==> src/rtl/rir_pkg.sv <==
package rir_pkg;

	localparam int INDEX_W    = 32;
	localparam int RADIX_W    = 8;
	localparam int FRACTION_W = 32;

	localparam int DIGIT_STEPS = 8;

	typedef logic [INDEX_W-1:0]    index_t;
	typedef logic [RADIX_W-1:0]    radix_t;
	typedef logic [FRACTION_W-1:0] fraction_t;

endpackage

==> src/rtl/rir_in_if.sv <==
interface rir_in_if;

	logic             valid;
	logic             ready;
	rir_pkg::index_t  index;
	rir_pkg::radix_t  radix;

	modport source (output valid, output index, output radix, input ready);
	modport sink (input valid, input index, input radix, output ready);

endinterface

==> src/rtl/rir_out_if.sv <==
interface rir_out_if;

	logic                valid;
	logic                ready;
	rir_pkg::fraction_t  fraction;

	modport source (output valid, output fraction, input ready);
	modport sink (input valid, input fraction, output ready);

endinterface

==> src/rtl/radical_inverse_any_radix.sv <==
// Halton radical inverse of a sample index in any radix from 2 to 255.
// Channel sample carries index and radix; channel result carries fraction,
// the mirrored digits as an unsigned Q0.32 value (fraction / 2^32).
// A radix below two or a zero index gives zero. Only the low INDEX_BITS
// bits of index are used.
// One word is worked on at a time. After a word is taken, each base-radix
// digit is found by a shared divider by the radix that retires eight
// quotient bits a cycle; then the multiply state folds the digit into
// the reversed value and the denominator radix^n. A restoring long divider
// then finds FRAC_BITS quotient bits, one quotient bit a cycle, and the
// final state loads the result register. A zero index or a radix below
// two goes straight to the final state.
// sample.ready is high whenever the sequencer is idle, so the next word is
// taken while a finished result still waits. When the receiver stalls, the
// result is held and the sequencer waits in its final state.
// Reset clears the sequencer and the result valid; no clearing pass.
module radical_inverse_any_radix #(
	parameter int INDEX_BITS = 32,
	parameter int FRAC_BITS  = 32
) (
	input  logic      clk,
	input  logic      arst_n,
	rir_in_if.sink    sample,
	rir_out_if.source result
);

	localparam int RW      = rir_pkg::RADIX_W;
	localparam int OW      = rir_pkg::FRACTION_W;
	localparam int STEP    = rir_pkg::DIGIT_STEPS;
	localparam int DIV_CYC = (INDEX_BITS + STEP - 1) / STEP;
	localparam int WK      = DIV_CYC * STEP;
	localparam int DEN_W   = INDEX_BITS + RW;
	localparam int CNT_W   = $clog2(DIV_CYC + FRAC_BITS);

	localparam logic [2:0] ST_IDLE = 3'd0;
	localparam logic [2:0] ST_DIG  = 3'd1;
	localparam logic [2:0] ST_MUL  = 3'd2;
	localparam logic [2:0] ST_LDIV = 3'd3;
	localparam logic [2:0] ST_FIN  = 3'd4;

	logic [2:0]           state_q;
	logic [CNT_W-1:0]     cnt_q;
	logic [WK-1:0]        wk_q;
	logic [RW-1:0]        rad_q;
	logic [RW-1:0]        rem_q;
	logic [DEN_W-1:0]     rev_q;
	logic [DEN_W-1:0]     den_q;
	logic [FRAC_BITS-1:0] quo_q;
	logic                 out_valid_q;
	logic [OW-1:0]        frac_q;

	logic [INDEX_BITS-1:0] idx_lo;
	logic                  accept;
	logic [WK-1:0]         dig_wk;
	logic [RW-1:0]         dig_rem;
	logic [DEN_W+RW-1:0]   mul_rev;
	logic [DEN_W+RW-1:0]   mul_den;
	logic [DEN_W:0]        ld_sh;
	logic [DEN_W:0]        ld_diff;
	logic                  ld_ge;
	logic                  out_free;

	assign idx_lo   = INDEX_BITS'(sample.index);
	assign accept   = sample.valid && sample.ready;
	assign out_free = !out_valid_q || result.ready;

	assign sample.ready    = (state_q == ST_IDLE);
	assign result.valid    = out_valid_q;
	assign result.fraction = frac_q;

	// divide by the radix, eight quotient bits per cycle
	always_comb begin
		logic [RW:0]   t;
		logic [RW-1:0] r;
		logic [WK-1:0] w;
		r = rem_q;
		w = wk_q;
		for (int k = 0; k < STEP; k++) begin
			t = {r, w[WK-1]};
			w = {w[WK-2:0], 1'b0};
			if (t >= {1'b0, rad_q}) begin
				t = t - {1'b0, rad_q};
				w[0] = 1'b1;
			end
			r = t[RW-1:0];
		end
		dig_wk  = w;
		dig_rem = r;
	end

	assign mul_rev = (DEN_W+RW)'(rev_q) * (DEN_W+RW)'(rad_q) + (DEN_W+RW)'(rem_q);
	assign mul_den = (DEN_W+RW)'(den_q) * (DEN_W+RW)'(rad_q);

	assign ld_sh   = {rev_q, 1'b0};
	assign ld_ge   = ld_sh >= {1'b0, den_q};
	assign ld_diff = ld_sh - {1'b0, den_q};

	always_ff @(posedge clk or negedge arst_n) begin
		if (!arst_n) begin
			state_q     <= ST_IDLE;
			cnt_q       <= '0;
			out_valid_q <= 1'b0;
		end else begin
			if (out_valid_q && result.ready && state_q != ST_FIN) begin
				out_valid_q <= 1'b0;
			end
			case (state_q)
				ST_IDLE: begin
					if (accept) begin
						cnt_q <= '0;
						if (sample.radix < 8'd2 || idx_lo == '0) begin
							state_q <= ST_FIN;
						end else begin
							state_q <= ST_DIG;
						end
					end
				end
				ST_DIG: begin
					if (cnt_q == CNT_W'(DIV_CYC - 1)) begin
						cnt_q   <= '0;
						state_q <= ST_MUL;
					end else begin
						cnt_q <= cnt_q + 1'b1;
					end
				end
				ST_MUL: begin
					if (wk_q == '0) begin
						state_q <= ST_LDIV;
					end else begin
						state_q <= ST_DIG;
					end
				end
				ST_LDIV: begin
					if (cnt_q == CNT_W'(FRAC_BITS - 1)) begin
						cnt_q   <= '0;
						state_q <= ST_FIN;
					end else begin
						cnt_q <= cnt_q + 1'b1;
					end
				end
				ST_FIN: begin
					if (out_free) begin
						out_valid_q <= 1'b1;
						state_q     <= ST_IDLE;
					end
				end
				default: begin
					state_q <= ST_IDLE;
				end
			endcase
		end
	end

	always_ff @(posedge clk) begin
		case (state_q)
			ST_IDLE: begin
				wk_q  <= WK'(idx_lo);
				rad_q <= sample.radix;
				rem_q <= '0;
				rev_q <= '0;
				den_q <= DEN_W'(1);
				quo_q <= '0;
			end
			ST_DIG: begin
				wk_q  <= dig_wk;
				rem_q <= dig_rem;
			end
			ST_MUL: begin
				rev_q <= mul_rev[DEN_W-1:0];
				den_q <= mul_den[DEN_W-1:0];
				rem_q <= '0;
			end
			ST_LDIV: begin
				if (ld_ge) begin
					rev_q <= ld_diff[DEN_W-1:0];
				end else begin
					rev_q <= ld_sh[DEN_W-1:0];
				end
				quo_q <= {quo_q[FRAC_BITS-2:0], ld_ge};
			end
			ST_FIN: begin
				if (out_free) begin
					frac_q <= OW'(quo_q);
				end
			end
			default: begin
				rem_q <= '0;
			end
		endcase
	end

	a_take_leaves_idle: assert property (@(posedge clk) disable iff (!arst_n)
		accept |=> state_q != ST_IDLE)
		else $error("sequencer stayed idle after taking a word");

	a_digit_below_radix: assert property (@(posedge clk) disable iff (!arst_n)
		state_q == ST_MUL |-> rem_q < rad_q)
		else $error("digit not below radix");

	a_rem_below_den: assert property (@(posedge clk) disable iff (!arst_n)
		state_q == ST_LDIV |-> rev_q < den_q)
		else $error("long division remainder not below denominator");

	a_valid_from_fin: assert property (@(posedge clk) disable iff (!arst_n)
		$rose(out_valid_q) |-> $past(state_q) == ST_FIN)
		else $error("result valid raised outside final state");

endmodule
==> src/flat_wrapper.sv <==
// flat-port wrapper written by rule: the top's interface ports become plain ports
module radical_inverse_any_radix_flat 
#(
	parameter int INDEX_BITS = 32,
	parameter int FRAC_BITS  = 32
)
  (clk, arst_n, sample_valid, sample_index, sample_radix, sample_ready, result_valid, result_fraction, result_ready);
  rir_in_if sample_i ();
  rir_out_if result_i ();
  input  logic clk;
  input  logic arst_n;
  input wire logic [$bits(sample_i.valid)-1:0] sample_valid;
  input wire logic [$bits(sample_i.index)-1:0] sample_index;
  input wire logic [$bits(sample_i.radix)-1:0] sample_radix;
  output wire logic [$bits(sample_i.ready)-1:0] sample_ready;
  output wire logic [$bits(result_i.valid)-1:0] result_valid;
  output wire logic [$bits(result_i.fraction)-1:0] result_fraction;
  input wire logic [$bits(result_i.ready)-1:0] result_ready;
  assign sample_i.valid = sample_valid;
  assign sample_i.index = sample_index;
  assign sample_i.radix = sample_radix;
  assign sample_ready = sample_i.ready;
  assign result_valid = result_i.valid;
  assign result_fraction = result_i.fraction;
  assign result_i.ready = result_ready;
  radical_inverse_any_radix #(.INDEX_BITS(INDEX_BITS), .FRAC_BITS(FRAC_BITS)) u_core (.clk(clk), .arst_n(arst_n), .sample(sample_i), .result(result_i));
endmodule
==> config.mk <==
export PLATFORM = sky130hd
export DESIGN_NAME = radical_inverse_any_radix_flat
export DESIGN_NICKNAME = d
export VERILOG_FILES = /design/src/rtl/rir_pkg.sv /design/src/rtl/rir_in_if.sv /design/src/rtl/rir_out_if.sv /design/src/rtl/radical_inverse_any_radix.sv /design/src/flat_wrapper.sv
export SDC_FILE = /design/constraint.sdc
export NUM_CORES = 2
export LEC_CHECK = 0
export BUFFER_PORTS_ARGS = -buffer_cell sky130_fd_sc_hd__buf_4
export CAP_MARGIN = 10
export CORE_MARGIN = 1
export CORE_UTILIZATION = 30
export DETAILED_ROUTE_END_ITERATION = 16
export PLACE_DENSITY_LB_ADDON = 0.2
export SKIP_CTS_REPAIR_TIMING = 1
export SLEW_MARGIN = 20
export SYNTH_ARGS = -nofsm -noshare
export SYNTH_HDL_FRONTEND = slang
export SYNTH_SLANG_ARGS = --single-unit
==> constraint.sdc <==
create_clock -name clk -period 46.1 [get_ports clk]
set_clock_uncertainty 0.15 [all_clocks]
set_input_delay 4.61 -clock clk [delete_from_list [all_inputs] [get_ports clk]]
set_output_delay 4.61 -clock clk [all_outputs]
set_load 0.01 [all_outputs]
==> results.txt <==
ys flop type: edfxtp_1
Hold WC Path Type: reg2reg
Clock Path Buffers: 3
Placed Cells: 4757
share of layout cells above drive strength 1: 6.12%
Core Area: 101000 um2
largest net degree at the start of global routing: 68
Vias: 23200
Endpoint, Worst Hold: u_core.result.fraction[31]$_DFFE_PP_
initial core utilization: 30.4%
Setup TNS: 0 ns
Final min period: 22.50 ns
Max transition margin: 30.7%
Multi-input gate area: 22100 um2
DRC viols: 0
fin crit share: 48.8%
Post-synth EDFFs: 192
First-pass DRT Iterations: 5
RSZ-0062 raised after global routing: no
syn nets: 4104
met3 WL: 2.94 mm
Clk Latency, worst-skew pair: 0.57 ns
global-route wire length before repair: 140 mm
vias in the first global route: 24400
die area: 103000 um2
FFs w/ async S/R, synth: 4.95%
final setup fails: 0
worst-path fanout max: 67
hold depth: 0
worst setup path start: u_core.rad_q[7]$_DFFE_PP_
total CTS buffers: 27
CP Capture Type: register
hold path start: u_core.quo_q[31]$_SDFFCE_PN0P_
CTS root buffer: clkbuf_16
CTS tree: yes
fill count: 10500
grt total ovfl: 0
max frequency: 44.4 MHz
fin. max-slew vios: 0
critical path data arrival time: 22.63 ns
Metal-1 WL: 43.6 mm
R2R Setup Slk: 23.60 ns
#FFs+latches synth: 202
worst path required time: 46.23 ns
commonest non-fill, non-tap cell in the layout: inv_1
CP max stage cell: a211oi_2
dpl cell area: 32700 um2
# IOs: 78
routed vias/inst: 4.82
antenna fix cells: 0
Routability Congestion: 0.844
hold slack final: 0.276 ns
nets@finish: 4130
status: complete, no violations
# port buffers: 77
reg-to-reg endpoint: u_core.rem_q[4]$_SDFFCE_PN0N_
CP max stage delay: 0.76 ns
Routed Antenna Nets: 0
clock net sink count: 202
worst-margin pin slew: 1.04 ns
CP most frequent cell: a21oi_1
Yosys Warn Count: 0
worst reg2reg path depth: 81
DIE HEIGHT: 321 um
final wirelength: 87.0 mm
Die W: 321 um
routed len/inst: 18.1 um
Final Hold Viols: 0
worst reg2reg path startpoint: u_core.rad_q[7]$_DFFE_PP_
H-Tree Level Count: 1
Std-Cell Rows: 116
initial antenna violation count: 0
area grow syn2layout: 9.96%
post-detail-place hpwl: 67.8 mm
Clock Pin Slew Worst Setup and Hold Paths: 0.06 ns
fin area: 33600 um2
GRT Overall Usage: 17.2%
non-filler instance count after layout: 4806
post-synthesis area per instance: 8.99 um2
met2 wire len: 38.8 mm
Max-Cap Viols: 0
sequential cell area: 6020 um2
most frequent cells in the layout: inv_1, nand2_1, fa_1, nor2_1, ha_1
WS Path Type: reg2reg
Netlist cell types: 97
highest routed layer: met4
sequential-to-total area share from yosys stat: 19.7%
synthesized cell area: 30600 um2
initial drt markers: 1185
startpoint types: register
cells after synthesis: 3403
-- final cells by class --
| class | instances | area share, % |
|---|---|---|
| tap | 1357 | 5.05 |
| multi-input combinational | 2540 | 65.7 |
| clock buffer | 29 | 2.03 |
| inverter | 551 | 6.15 |
| timing repair buffer | 107 | 2.39 |
| sequential | 202 | 17.9 |
| clock inverter | 20 | 0.781 |
-- cells in the mapped netlist (7+ instances only) --
cell type / instances / share of area (%)
clkbuf_1: 89 / 1.1
a21oi_1: 150 / 2.5
o21ai_1: 9 / 0.15
edfxtp_1: 192 / 19
mux2_2: 11 / 0.40
nand2_1: 461 / 5.7
a31oi_1: 15 / 0.31
nor2b_1: 30 / 0.61
xor2_1: 62 / 1.8
o21ai_0: 111 / 1.8
or2_2: 12 / 0.25
fa_1: 424 / 28
nor4_1: 21 / 0.43
a211oi_1: 14 / 0.34
nor3b_1: 7 / 0.17
o21a_1: 23 / 0.56
inv_1: 549 / 6.7
nor2_1: 249 / 3.1
o21bai_1: 22 / 0.54
dfrtp_1: 10 / 0.82
nand2b_1: 30 / 0.61
nand3_1: 29 / 0.47
and2_1: 209 / 4.3
o31ai_1: 7 / 0.17
and3_1: 17 / 0.35
nand4_1: 25 / 0.51
nor3_1: 37 / 0.61
a21o_1: 71 / 1.7
a21boi_0: 9 / 0.22
buf_1: 8 / 0.098
o211ai_1: 14 / 0.34
o22ai_1: 27 / 0.55
ha_1: 233 / 9.5
xnor2_1: 92 / 2.6
mux2i_1: 17 / 0.56
-- per-stage QoR --
stage	setup slack [ns]	utilization [%]
finish	23.60	33.4
global route	21.69	33.4
CTS	23.78	33.4
detailed placement	23.88	32.5
global placement	24.29	32.5
floorplan	27.94	-
-- kinds of logic (layout without fill, tap and decap cells) --
logic type,Yosys count,in the layout,synth area share (%)
AO/OA/AOI/OAI,545,545,11.6
XOR/XNOR,154,154,4.41
adder cells (fa/ha/maj),657,657,37.3
buffers and inverters,661,707,8.22
flip-flops,202,202,19.7
multiplexers,31,31,1.10
AND/OR/NAND/NOR,1153,1153,17.7
-- routing by layer --
| metal | vias up | global-route usage [%] |
|---|---|---|
| met2 | 378 | 27.5 |
| li1 | 11100 | - |
| met4 | 0 | 3.46 |
| met3 | 79 | 1.48 |
| met1 | 11600 | 25.3 |
| met5 | - | 0 |
-- worst max-delay path, delay by kind of cell, from the launching register on --
kind                     cells  cell delay (ns)
AO/OA/AOI/OAI               52            13.19
AND/OR/NAND/NOR             12             2.41
buffers and inverters        5             1.43
adder cells (fa/ha/maj)      8             2.77
multiplexers                 4             1.92
flip-flops                   1             0.32
-- registers in the layout (all words and copies together), names as in the netlist --
signal / flops
u_core.cnt_q: 6
u_core.den_q: 40
u_core.quo_q: 32
u_core.rad_q: 8
u_core.rem_q: 8
u_core.result.fraction: 32
u_core.result.valid: 1
u_core.rev_q: 40
u_core.state_q: 3
u_core.wk_q: 32
-- how the worst max path moves through the flow --
stage | to
detailed placement | u_core.rem_q[4]$_SDFFCE_PN0N_
global route | u_core.rem_q[4]$_SDFFCE_PN0N_
global placement | u_core.rem_q[4]$_SDFFCE_PN0N_
floorplan | u_core.wk_q[0]$_DFFE_PP_
CTS | u_core.rem_q[4]$_SDFFCE_PN0N_
finish | u_core.rem_q[4]$_SDFFCE_PN0N_
Power is not shown: default switching activity piles up to over one toggle a cycle in this logic, so the estimate is an artifact.
